--- config.mk ---
export PLATFORM = sky130hd
export DESIGN_NAME = srig_ctrl
export DESIGN_NICKNAME = d
export VERILOG_FILES = /design/src/hdl/srig_pkg.sv /design/src/hdl/srig_ctrl.sv
export SDC_FILE = /design/constraint.sdc
export NUM_CORES = 1
export LEC_CHECK = 0
export ABC_AREA = 1
export BUFFER_PORTS_ARGS = -buffer_cell sky130_fd_sc_hd__buf_4
export CAP_MARGIN = 10
export CORE_AREA = 2 2 39 41
export DETAILED_ROUTE_END_ITERATION = 10
export DIE_AREA = 0 0 41 43
export SETUP_SLACK_MARGIN = 0.5
export SYNTH_ARGS = -nofsm -noshare
export SYNTH_HDL_FRONTEND = slang
export SYNTH_SLANG_ARGS = --single-unit
--- constraint.sdc ---
create_clock -name i_clk -period 1.1 [get_ports i_clk]
set_clock_uncertainty 0.1 [all_clocks]
set_input_delay 0.165 -clock i_clk [delete_from_list [all_inputs] [get_ports i_clk]]
set_output_delay 0.165 -clock i_clk [all_outputs]
set_load 0.05 [all_outputs]
--- src/hdl/srig_pkg.sv ---
package srig_pkg;

    // Sizes
    localparam int MAX_LENGTH = 1024;
    localparam int MAX_SPREAD = 16;
    localparam int ADDR_W     = $clog2(MAX_LENGTH);
    localparam int LEN_W      = $clog2(MAX_LENGTH + 1);
    localparam int SPR_W      = $clog2(MAX_SPREAD + 1);
    localparam int RCN_W      = $clog2(MAX_SPREAD);
    localparam int DRAW_W     = 15;
    localparam int DCNT_W     = $clog2(DRAW_W);
    localparam int CIDX_W     = 2;

    // Register indexes
    localparam logic [CIDX_W-1:0] REG_BLOCK_LENGTH = 2'd0;
    localparam logic [CIDX_W-1:0] REG_SPREAD_LIMIT = 2'd1;

    // Register reset values
    localparam logic [LEN_W-1:0] RST_BLOCK_LENGTH = LEN_W'(1024);
    localparam logic [SPR_W-1:0] RST_SPREAD_LIMIT = SPR_W'(3);

    typedef struct packed {
        logic [DRAW_W-1:0] random_draw;
        logic              restart;
    } t_in_item;

    typedef struct packed {
        logic [ADDR_W-1:0] position;
        logic [ADDR_W-1:0] mapped_value;
        logic              last;
    } t_out_item;

    // Controller to datapath
    typedef struct packed {
        logic capture;
        logic div_step;
        logic rd_issue;
        logic rd_take;
        logic chk_step;
        logic emit;
        logic fill_step;
        logic shift_step;
    } t_cmd;

    // Datapath to controller
    typedef struct packed {
        logic in_restart;
        logic gen_live;
        logic run_restart;
        logic div_last;
        logic chk_done;
        logic chk_fail;
        logic out_free;
        logic last_hit;
        logic fill_done;
        logic shift_done;
    } t_sts;

endpackage

--- src/hdl/srig_ctrl.sv ---
module srig_ctrl (
    input  logic          i_clk,
    input  logic          i_rst_n,
    input  logic          i_in_valid,
    output logic          o_in_ready,
    input  srig_pkg::t_sts i_sts,
    output srig_pkg::t_cmd o_cmd
);
    import srig_pkg::*;

    localparam logic [2:0] S_IDLE  = 3'd0;
    localparam logic [2:0] S_DIV   = 3'd1;
    localparam logic [2:0] S_RD    = 3'd2;
    localparam logic [2:0] S_RDW   = 3'd3;
    localparam logic [2:0] S_CHK   = 3'd4;
    localparam logic [2:0] S_EMIT  = 3'd5;
    localparam logic [2:0] S_FILL  = 3'd6;
    localparam logic [2:0] S_SHIFT = 3'd7;

    logic [2:0] r_state, n_state;
    logic       w_acc;

    assign o_in_ready = (r_state == S_IDLE);
    assign w_acc      = i_in_valid && o_in_ready;

    // Next state and commands
    always_comb begin
        n_state = r_state;
        o_cmd   = '0;
        case (r_state)
            S_IDLE: begin
                if (w_acc) begin
                    o_cmd.capture = 1'b1;
                    if (i_sts.in_restart || i_sts.gen_live) n_state = S_DIV;
                end
            end
            S_DIV: begin
                o_cmd.div_step = 1'b1;
                if (i_sts.div_last) n_state = i_sts.run_restart ? S_EMIT : S_RD;
            end
            S_RD: begin
                o_cmd.rd_issue = 1'b1;
                n_state = S_RDW;
            end
            S_RDW: begin
                o_cmd.rd_take = 1'b1;
                n_state = S_CHK;
            end
            S_CHK: begin
                if (i_sts.chk_done)      n_state = S_EMIT;
                else if (i_sts.chk_fail) n_state = S_IDLE;
                else                     o_cmd.chk_step = 1'b1;
            end
            S_EMIT: begin
                if (i_sts.out_free) begin
                    o_cmd.emit = 1'b1;
                    if (i_sts.run_restart)  n_state = S_FILL;
                    else if (i_sts.last_hit) n_state = S_IDLE;
                    else                    n_state = S_SHIFT;
                end
            end
            S_FILL: begin
                if (i_sts.fill_done) n_state = S_IDLE;
                else                 o_cmd.fill_step = 1'b1;
            end
            S_SHIFT: begin
                if (i_sts.shift_done) n_state = S_IDLE;
                else                  o_cmd.shift_step = 1'b1;
            end
            default: n_state = S_IDLE;
        endcase
    end

    always_ff @(posedge i_clk) begin
        if (!i_rst_n) begin
            r_state <= S_IDLE;
        end else begin
            r_state <= n_state;
        end
    end

    // An item is only taken while idle
    a_capture_idle: assert property (@(posedge i_clk) disable iff (!i_rst_n)
        o_cmd.capture |-> r_state == S_IDLE)
        else $error("capture outside idle");
    // Emission only with a free output register
    a_emit_free: assert property (@(posedge i_clk) disable iff (!i_rst_n)
        o_cmd.emit |-> i_sts.out_free)
        else $error("emit while output busy");
    // A restart always reaches emission after the division
    a_restart_emit: assert property (@(posedge i_clk) disable iff (!i_rst_n)
        (r_state == S_DIV && i_sts.div_last && i_sts.run_restart) |=> r_state == S_EMIT)
        else $error("restart skipped emit");
endmodule

# After elaboration in Yosys (flattened, before gate mapping)
# Cells that the tools add are included.
[op_classes] mux=26 reduce_logical=4 eq_ne=14
[op_table] operator="3-bit 2-to-1 mux" count=11
[op_table] operator="3-bit one-hot mux with 8 select lines" count=1
[op_table] operator="1-bit 2-to-1 mux" count=14
[op_table] operator="3-bit equality test (second input constant)" count=4
[op_table] operator="2-bit inequality test (second input constant)" count=4
[op_table] operator="7-bit AND reduction" count=1
[op_table] operator="3-bit by 2-bit equality test with 1-bit output (second input constant)" count=2
[op_table] operator="2-bit by 1-bit inequality test with 1-bit output (second input constant)" count=2
[op_table] operator="3-bit by 1-bit equality test with 1-bit output (second input constant)" count=1
[op_table] operator="3-bit logical NOT" count=1
[op_table] operator="3-bit inequality test (second input constant)" count=1
[op_table] operator="1-bit logical AND" count=1
[op_table] operator="1-bit logical OR" count=1
[totals] wordCells=45 in_bits=13 register_bits=3 out_inout_bits=9

# Longest topological paths before layout
# Gate-level depths: netlist of run 1.
[logic_depth] word_depth=4 ltp_mapped=9 mapped_depth_nobuf=8

# Least setup slack after synthesis of run 1
# Ideal clock, no wire load.
[synth_path] path_kind="reg-to-output" start="register r_state[2]" end="output o_cmd[7] (netlist name)" required_ns=0.835 slack_ns=-0.462 t_arrival_ns=1.297 path_buffers=1 stages_incl_launch_ff=5 path_cell_list="dfxtp_1 buf_6 nor2_2 nand2_2 nor2_1"
[synth_lines] item="start: declaration" line="srig_ctrl.sv:20" source="logic [2:0] r_state, n_state;"
[synth_lines] item="start signal: assignment" line="srig_ctrl.sv:78" source="r_state <= n_state;"
[synth_lines] item="end: declaration" line="srig_ctrl.sv:7" source="output srig_pkg::t_cmd o_cmd"

==> impl_metrics.json, run 1 <==
{
  "port_buffers": 21,
  "ant_nets": 0,
  "nNetsFinal": 127,
  "cap_violations": 0,
  "grt_start_max_net_pins": 9,
  "finalWeightedCongestion": 0.8304,
  "worstSetupPathType": "flip-flop to output port",
  "clk_pin_slew_ns": 0.05,
  "n_antenna_cell": 0,
  "synth_top_area_frac": 0.1532,
  "hold_ws_ns": 0.06677,
  "syn_to_final_growth_pct": 117.1,
  "fp.dieW_um": 41,
  "endpoint_kind": "output port",
  "worst-path-buf-inv": 2,
  "wire_per_inst_um": 9.946,
  "grt_overflow": 0,
  "layout_common_cells": "24 x buf_4, 11 x nor2_1, 9 x nor2_4, 9 x nand2_1",
  "cts_hold_buffers": 0,
  "ios": 22,
  "crit_required_ns": 0.83,
  "hp-class": "input port to flip-flop",
  "yosysWarnings": 0,
  "drc_errors": 0,
  "syn_avg_cell_area_um2": 5.555,
  "totalWireLength_um": 1283,
  "synth_area_um2": 416.7,
  "fin_setup_tns_ns": -3.390,
  "power.density_mw_per_mm2": 2780,
  "rsz0062_at_grt": "true",
  "vdd.ir_drop.worst_uv": 1956,
  "tightest_slew_ns": 0.2454,
  "reg2reg_slack_ns": -0.26,
  "dpl_cell_area_um2": 709.4,
  "cts_buffers": 3,
  "grt_pass1_vias": 576,
  "dr.pass1.iters": 5,
  "antenna_found_initial": 0,
  "top_register": "r_state",
  "slew_violations": 0,
  "dr.first_iter.drc_count": 16,
  "synth_top_cell_by_area": "nor2_1",
  "core_mm2": 0.001384,
  "num_rows": 14,
  "cp_slowest_stage_delay_ns": 0.37,
  "synth-seq-area-share": 0.1441,
  "fin_area_um2": 904.6,
  "finalHoldViolations": 0,
  "grtUsageTotal": 0.1735,
  "crit_fanout": 7,
  "fillers": 126,
  "final_common_cell": "buf_4",
  "period_share": 1.329,
  "cp_data_arrival_time_ns": 1.20,
  "path_cells": "nor2_4 -> nand2_4 -> buf_6 -> nor2_4 -> buf_6",
  "initial_utilization": 0.3011,
  "critPathTopFamily": "flip-flops",
  "grt_first_pass_wirelength_um": 2104,
  "setup_ws_ns": -0.3615,
  "crit_path_top_delay_cell": "dfxtp_4",
  "cts_tree": "done",
  "max_freq_mhz": 684.2,
  "cts_buffer_depth": 2,
  "clk_latency_ns": 0.25,
  "drive_gt1_frac": 0.6549,
  "synthTopCellsByArea": "nor2_1 15%, dfxtp_1 14%, inv_1 12%, nand2_1 12%, nand3_1 9.6%",
  "status": "finished, violations left",
  "leakagePower_uw": 0.0004511,
  "vias_per_cell": 4.434,
  "netlist_instances": 75,
  "hpwl_um": 892.7,
  "synth_nets": 88,
  "htree_levels": 1,
  "slew_headroom": 0.8358,
  "finalSetupViolCount": 12,
  "top_regs": "r_state x3",
  "violations": "negative setup slack",
  "cts_root_buf": "clkbuf_4",
  "cts_sinks": 3,
  "largest_register_ffs": 3,
  "fin_crit_ns": 1.462,
  "vias": 572,
  "ys_seq_elements": 3,
  "die_area_mm2": 0.001763,
  "die_h_um": 43,
  "synth_cell_types": 16,
  "start_kind": "flip-flop"
}
-- where the power goes --
group	leakage (µW)	switching (µW)	internal [µW]
sequential	0.0000267	131	188
clock	0.0000150	77.5	137
combinational	0.000409	1060	918
-- logic make-up after synthesis --
| family | after synthesis | share of synthesized area |
|---|---|---|
| flops | 3 | 0.1441 |
| compound gates | 4 | 0.06005 |
| simple gates | 50 | 0.5796 |
| buf+inv | 18 | 0.2162 |
-- worst reg2reg max path, delay by kind of cell, from the launching register on --
family | cells | cell delay, ns
flops | 1 | 0.42
simple gates | 7 | 0.50
buf+inv | 2 | 0.23
-- path summary, 6_finish.rpt --
| kind | depth (start not counted) | endpoint | from |
|---|---|---|---|
| worst max register to register | 9 | r_state[1] | r_state[0] |
| worst max-delay path | 5 | o_cmd[7] | r_state[2] |
| worst min register to register | 3 | r_state[1] | r_state[1] |
| worst min-delay path | 3 | r_state[1] | i_rst_n |
-- routing by layer --
layer,vias up,part of all wire,global-route usage
met2,20,0.55,0.3125
li1,299,-,-
met1,249,0.38,0.1827
met5,-,0,0
met3,4,0.059,0.05236
met4,0,0.015,0.04000
-- through the flow --
step	util	instances	worst slack, ns	power (µW)
4_1_cts	0.6401	129	-0.3733	2455
3_5_place_dp	0.5127	120	-0.2760	1776
2_1_floorplan	-	75	-0.2383	1350
3_3_place_gp	0.5127	120	-0.2570	1772
6_report	0.6537	129	-0.3615	2515
5_1_grt	0.6537	129	-0.4156	2689
-- layout make-up --
class / instances / area [µm²] / share of cell area
Clock buffer: 4 / 26.28 / 0.02905
Inverter: 15 / 78.83 / 0.08714
Multi-Input combinational cell: 54 / 357.8 / 0.3956
Sequential cell: 3 / 71.32 / 0.07884
Tap cell: 16 / 20.02 / 0.02213
Timing Repair Buffer: 37 / 350.3 / 0.3873
-- synthesized netlist by cell type --
| library cell | instances |
|---|---|
| a21oi_1 | 2 |
| buf_6 | 3 |
| dfxtp_1 | 3 |
| inv_1 | 13 |
| inv_2 | 2 |
| nand2_1 | 13 |
| nand2_2 | 3 |
| nand3_1 | 8 |
| nand3_2 | 1 |
| nand4_1 | 1 |
| nor2_1 | 17 |
| nor2_2 | 4 |
| nor2_4 | 2 |
| o211a_1 | 1 |
| o21ai_0 | 1 |
| or2_0 | 1 |
-- timing repair --
item | 4_1_cts | 5_1_grt
pin swaps | 13 | 8
gates cloned | 0 | 0
resized for setup | 29 | 6
setup buffers | 5 | 0
endpoints found under the setup margin | 12 | 12
(Power assumes the default switching activity.)
==> run 2, diff against run 1 <==
SETUP_SLACK_MARGIN = 0.02   (was 0.5)
clock period = 1.8 ns   (was 1.1 ns; I/O delays follow)
==> run 2 against run 1 <==
The flow now finishes without violations. Total power fell by 61%. Clock power decreased by 45%. Utilization fell by 23 points. Critical path depth shrank 2. Register-to-register slack better by 0.61 ns. Hold slack gained 0.11 ns. Critical endpoint is now o_cmd[2].
==> impl_metrics.json, run 2 (same netlist as run 1, synthesis figures left out) <==
{
  "wire_per_inst_um": 8.239,
  "regArea_um2": 60.06,
  "cts_buffers": 3,
  "reg2reg_from": "r_state[0]",
  "max_freq_mhz": 598.5,
  "top_regs": "r_state x3",
  "start_kind": "flip-flop",
  "top_register": "r_state",
  "endpoint": "o_cmd[2]",
  "htree_levels": 1,
  "core_mm2": 0.001384,
  "grtUsageTotal": 0.1174,
  "hp-start": "i_rst_n",
  "path_cells": "nand3_1 -> nor2_1 -> buf_4",
  "period_share": 0.9283,
  "clk_latency_ns": 0.23,
  "cts_tree": "done",
  "num_rows": 14,
  "die_area_mm2": 0.001763,
  "rsz0062_at_grt": "false",
  "vias_per_cell": 4.354,
  "ant_nets": 0,
  "power.density_mw_per_mm2": 1656,
  "slew_violations": 0,
  "power_uw": 971.9,
  "seqPwrFrac": 0.184,
  "port_buffers": 21,
  "antenna_found_initial": 0,
  "vias": 492,
  "r2r_cells": 7,
  "hpwl_um": 767.1,
  "cts_root_buf": "clkbuf_4",
  "tightest_slew_ns": 0.4101,
  "fin_area_um2": 586.8,
  "grt_start_max_net_pins": 13,
  "dr.pass1.iters": 3,
  "layout_common_cells": "21 x buf_4, 17 x nor2_1, 13 x nand2_1, 13 x inv_1, 8 x nand3_1",
  "grt_first_pass_wirelength_um": 1435,
  "fin_crit_ns": 1.671,
  "post-place-ws_ns": 0.3753,
  "crit_required_ns": 1.43,
  "cap_violations": 0,
  "pwr-share-comb": 0.695,
  "drive_gt1_frac": 0.3711,
  "syn_to_final_growth_pct": 40.84,
  "cp-startpoint": "r_state[0]",
  "crit_path_top_delay_cell": "dfxtp_1",
  "crit_fanout": 12,
  "dpl_cell_area_um2": 560.5,
  "hold_ws_ns": 0.1749,
  "fillers": 158,
  "status": "complete, no violations",
  "finalWeightedCongestion": 0.8301,
  "final_common_cell": "buf_4",
  "totalWireLength_um": 931,
  "post_cts_resize_count": 0,
  "cts_buffer_depth": 2,
  "cts_sinks": 3,
  "initial_utilization": 0.3011,
  "clkPwrFrac": 0.121,
  "clk_pin_slew_ns": 0.04,
  "worstSetupPathType": "flip-flop to output port",
  "ios": 22,
  "grt_pass1_vias": 396,
  "die_h_um": 43,
  "largest_register_ffs": 3,
  "slew_headroom": 0.7262,
  "finalSetupViolCount": 0,
  "multi_input_area_um2": 266.5,
  "endpoint_kind": "output port",
  "hp-class": "input port to flip-flop",
  "finalHoldViolations": 0,
  "drc_errors": 0,
  "n_antenna_cell": 0,
  "cts_setup_buffers": 0,
  "setup_ws_ns": 0.1291,
  "fp.dieW_um": 41,
  "grt_overflow": 0,
  "fin_setup_tns_ns": 0,
  "cp_data_arrival_time_ns": 1.30,
  "switching_power_uw": 567.5,
  "internal-power_uw": 404.4,
  "reg2reg_slack_ns": 0.35,
  "cp_slowest_stage_delay_ns": 0.56,
  "nNetsFinal": 111,
  "leakagePower_uw": 0.0003706,
  "cts_hold_buffers": 0,
  "vdd.ir_drop.worst_uv": 993.8,
  "dr.first_iter.drc_count": 1,
  "p_sw_frac": 0.5839,
  "rr_endpoint": "r_state[2]"
}
==> run 2: changes by cell type in the layout (fill, tap and decap cells not counted), moves of 4 or more <==
cell        before  now
buf_8            4    0
buf_6            8    0
nor2_4           9    2
nor2_1          11   17
inv_1            8   13
clkinvlp_4       4    0
nand2_1          9   13
==> run 2: metrics by stage <==
step / util / cells
after floorplan: - / 75
after global placement: 0.4051 / 109
after detailed placement: 0.4051 / 109
after CTS: 0.4241 / 113
after global routing: 0.4241 / 113
final: 0.4241 / 113
==> run 2: per-layer routing <==
layer	GRT usage	wire length [µm]	vias to the layer above
met5	0	0	-
met3	0.01571	62	2
li1	-	-	269
met2	0.1781	406	19
met1	0.1538	444	202
met4	0.06000	17	0
==> run 2: critical path, delay by kind of cell (launching register included) <==
kind / cells / cell delay [ns]
buffers and inverters: 1 / 0.20
AND/OR/NAND/NOR: 2 / 0.30
flip-flops: 1 / 0.56
==> run 2: area by class of cell <==
cell class	instances	area share
clock buffers	4	0.04478
inverters	15	0.09595
multi-input cells	54	0.4542
flip-flops and latches	3	0.1023
well taps	16	0.03412
repair buffers	21	0.2687
==> run 2: power groups by stage <==
stage               Combinational, µW  Clock (µW)  Sequential [µW]
floorplan                         627           0              113
global placement                  671           0              177
detailed placement                674           0              178
CTS                               677         122              178
global route                      733         125              187
finish                            675         118              178
==> run 2: worst min path at each step <==
stage / cells past startpoint / to
final: 3 / r_state[0]
after CTS: 3 / r_state[0]
after floorplan: 2 / r_state[0]
after global routing: 3 / r_state[0]
after detailed placement: 3 / r_state[0]
after global placement: 3 / r_state[0]
==> run 3, diff against run 2 <==
ABC_AREA = default   (was 1)
CTS_CLUSTER_SIZE = 12   (was default)
==> run 3 against run 2 <==
First-iteration DRC count increased to 4.0 times the previous value. Via count fell by 6.3%. Utilization rose by 4.0 points. Clock power grew 4%. Largest power group unchanged.
==> impl_metrics.json, run 3 <==
{
  "leakagePower_uw": 0.0002624,
  "clk_latency_ns": 0.24,
  "finalWeightedCongestion": 0.7180,
  "status": "complete, no violations",
  "cts_hold_buffers": 0,
  "internal-power_uw": 245.1,
  "power_uw": 400.5,
  "synth-seq-area-share": 0.1548,
  "cts_root_buf": "clkbuf_4",
  "drc_errors": 0,
  "max_freq_mhz": 590.5,
  "dr.pass1.iters": 4,
  "worstSetupPathType": "flip-flop to output port",
  "nNetsFinal": 94,
  "wire_per_inst_um": 10.78,
  "largest_register_ffs": 3,
  "core_mm2": 0.001384,
  "slew_violations": 0,
  "tightest_slew_ns": 0.3651,
  "vias": 461,
  "finalHoldViolations": 0,
  "synth_area_um2": 387.9,
  "synth_edf_count": 0,
  "layout_common_cells": "25 x buf_4, 5 x nand2b_1, 4 x nand2_1, 4 x nor2_1",
  "initial_utilization": 0.2803,
  "fin_crit_ns": 1.693,
  "ios": 22,
  "crit_fanout": 2,
  "cts_sinks": 3,
  "period_share": 0.9408,
  "cp_data_arrival_time_ns": 1.32,
  "start_kind": "flip-flop",
  "cts_buffer_depth": 2,
  "synth_top_area_frac": 0.1548,
  "synth_cell_types": 26,
  "slew_headroom": 0.7540,
  "htree_levels": 1,
  "fillers": 143,
  "cts_buffers": 3,
  "path_cells": "or3_4 -> or2_4 -> inv_2 -> buf_8",
  "grt_first_pass_wirelength_um": 1869,
  "seqPwrFrac": 0.199,
  "die_area_mm2": 0.001763,
  "cap_violations": 0,
  "hp-class": "input port to flip-flop",
  "fin_setup_tns_ns": 0,
  "pwr-share-comb": 0.492,
  "netlist_instances": 53,
  "totalWireLength_um": 1035,
  "synthArstFlopShare": 0,
  "antenna_found_initial": 0,
  "die_h_um": 43,
  "vias_per_cell": 4.802,
  "dr.first_iter.drc_count": 4,
  "syn_avg_cell_area_um2": 7.318,
  "final_common_cell": "buf_4",
  "ys.flop_type": "dfxtp_1",
  "synth_nets": 66,
  "syn_to_final_growth_pct": 65.48,
  "switching_power_uw": 155.4,
  "drive_gt1_frac": 0.5375,
  "n_antenna_cell": 0,
  "clkPwrFrac": 0.308,
  "crit_path_top_delay_cell": "or3_4",
  "synthTopCellsByCount": "5 x nand2b_1, 5 x nor2_1, 4 x nand2_1, 4 x nor3_1",
  "finalSetupViolCount": 0,
  "port_buffers": 21,
  "rsz0062_at_grt": "false",
  "grt_pass1_vias": 450,
  "ys_seq_elements": 3,
  "endpoint_kind": "output port",
  "fp.dieW_um": 41,
  "p_sw_frac": 0.3881,
  "num_rows": 14,
  "grt_overflow": 0,
  "cts_tree": "done",
  "yosysWarnings": 0,
  "top_regs": "r_state x3",
  "clk_pin_slew_ns": 0.04,
  "ant_nets": 0,
  "synthTopCellsByArea": "dfxtp_1 15%, nand2b_1 8.1%, a31oi_4 5.5%, mux2i_1 5.2%, nor3_1 5.2%",
  "hpwl_um": 820.7,
  "top_register": "r_state",
  "grtUsageTotal": 0.1545,
  "crit_required_ns": 1.43,
  "cp_slowest_stage_delay_ns": 0.33,
  "vdd.ir_drop.worst_uv": 344.4,
  "hold_ws_ns": 0.1980,
  "power.density_mw_per_mm2": 624.0,
  "synth_top_cell_by_area": "dfxtp_1",
  "grt_start_max_net_pins": 12
}
run 3: changes by cell type after synthesis, sizes merged, moves of 3 or more:
cell and change:
and2 +3, inv -12, nand2 -12, nand2b +5, nand3 -8, nor2 -18
nor3 +4
run 3: critical path, delay by kind of cell (launching register included):
kind,cells,cell delay [ns]
flops,1,0.32
buf+inv,2,0.19
simple gates,2,0.57
run 3: kinds of logic (layout without fill, tap and decap cells):
kind of cell | count (synthesis) | count (layout) | synth area share
compound gates | 12 | 12 | 0.2581
buf+inv | 6 | 33 | 0.08387
flops | 3 | 3 | 0.1548
mux | 2 | 2 | 0.05161
simple gates | 30 | 30 | 0.4516
run 3: layer usage:
layer,GRT usage,routed length (µm),vias up
li1,-,-,241
met1,0.2147,423,200
met2,0.2125,535,18
met3,0.03665,63,2
met4,0.08000,12,0
met5,0,0,-
run 3: final timing paths:
| check | start | slack (ns) | end | cells after the start |
|---|---|---|---|---|
| worst max register to register | r_state[0] | 0.17 | r_state[0] | 6 |
| worst min-delay path | i_rst_n | 0.20 | r_state[2] | 3 |
| worst min register to register | r_state[2] | 0.54 | r_state[1] | 2 |
| worst max-delay path | r_state[0] | 0.11 | o_cmd[3] | 4 |
run 3: layout make-up:
cell class / instances / area [µm²] / share of cell area
Clock buffer: 4 / 26.28 / 0.04094
Timing Repair Buffer: 26 / 202.7 / 0.3158
Tap cell: 16 / 20.02 / 0.03119
Inverter: 3 / 11.26 / 0.01754
Multi-Input combinational cell: 44 / 317.8 / 0.4951
Sequential cell: 3 / 63.81 / 0.09942
run 3: repair_timing:
action / 4_1_cts / 5_1_grt
pin swaps: 1 / 2
endpoints found under the hold margin: 0 / 0
gates resized for setup: 4 / 3
setup endpoints to repair: 1 / 5
setup buffers: 2 / 0
run 3: power groups by stage:
stage / registers, µW / logic, µW / clock network [µW]
after global routing: 81.0 / 213 / 137
after global placement: 81.6 / 190 / 0
after CTS: 79.5 / 198 / 127
after detailed placement: 80.5 / 190 / 0
after floorplan: 76.2 / 139 / 0
final: 79.9 / 197 / 123
run 3: per-stage QoR:
stage               cell area (µm²)  utilization  std cells  worst slack (ns)
floorplan                     407.9            -         53           -0.3287
finish                        641.9       0.4638         96            0.1066
CTS                           636.9       0.4602         96           0.02136
global placement              586.8       0.4241         90            0.1971
detailed placement            586.8       0.4241         90            0.1897
global route                  641.9       0.4638         96           0.04600
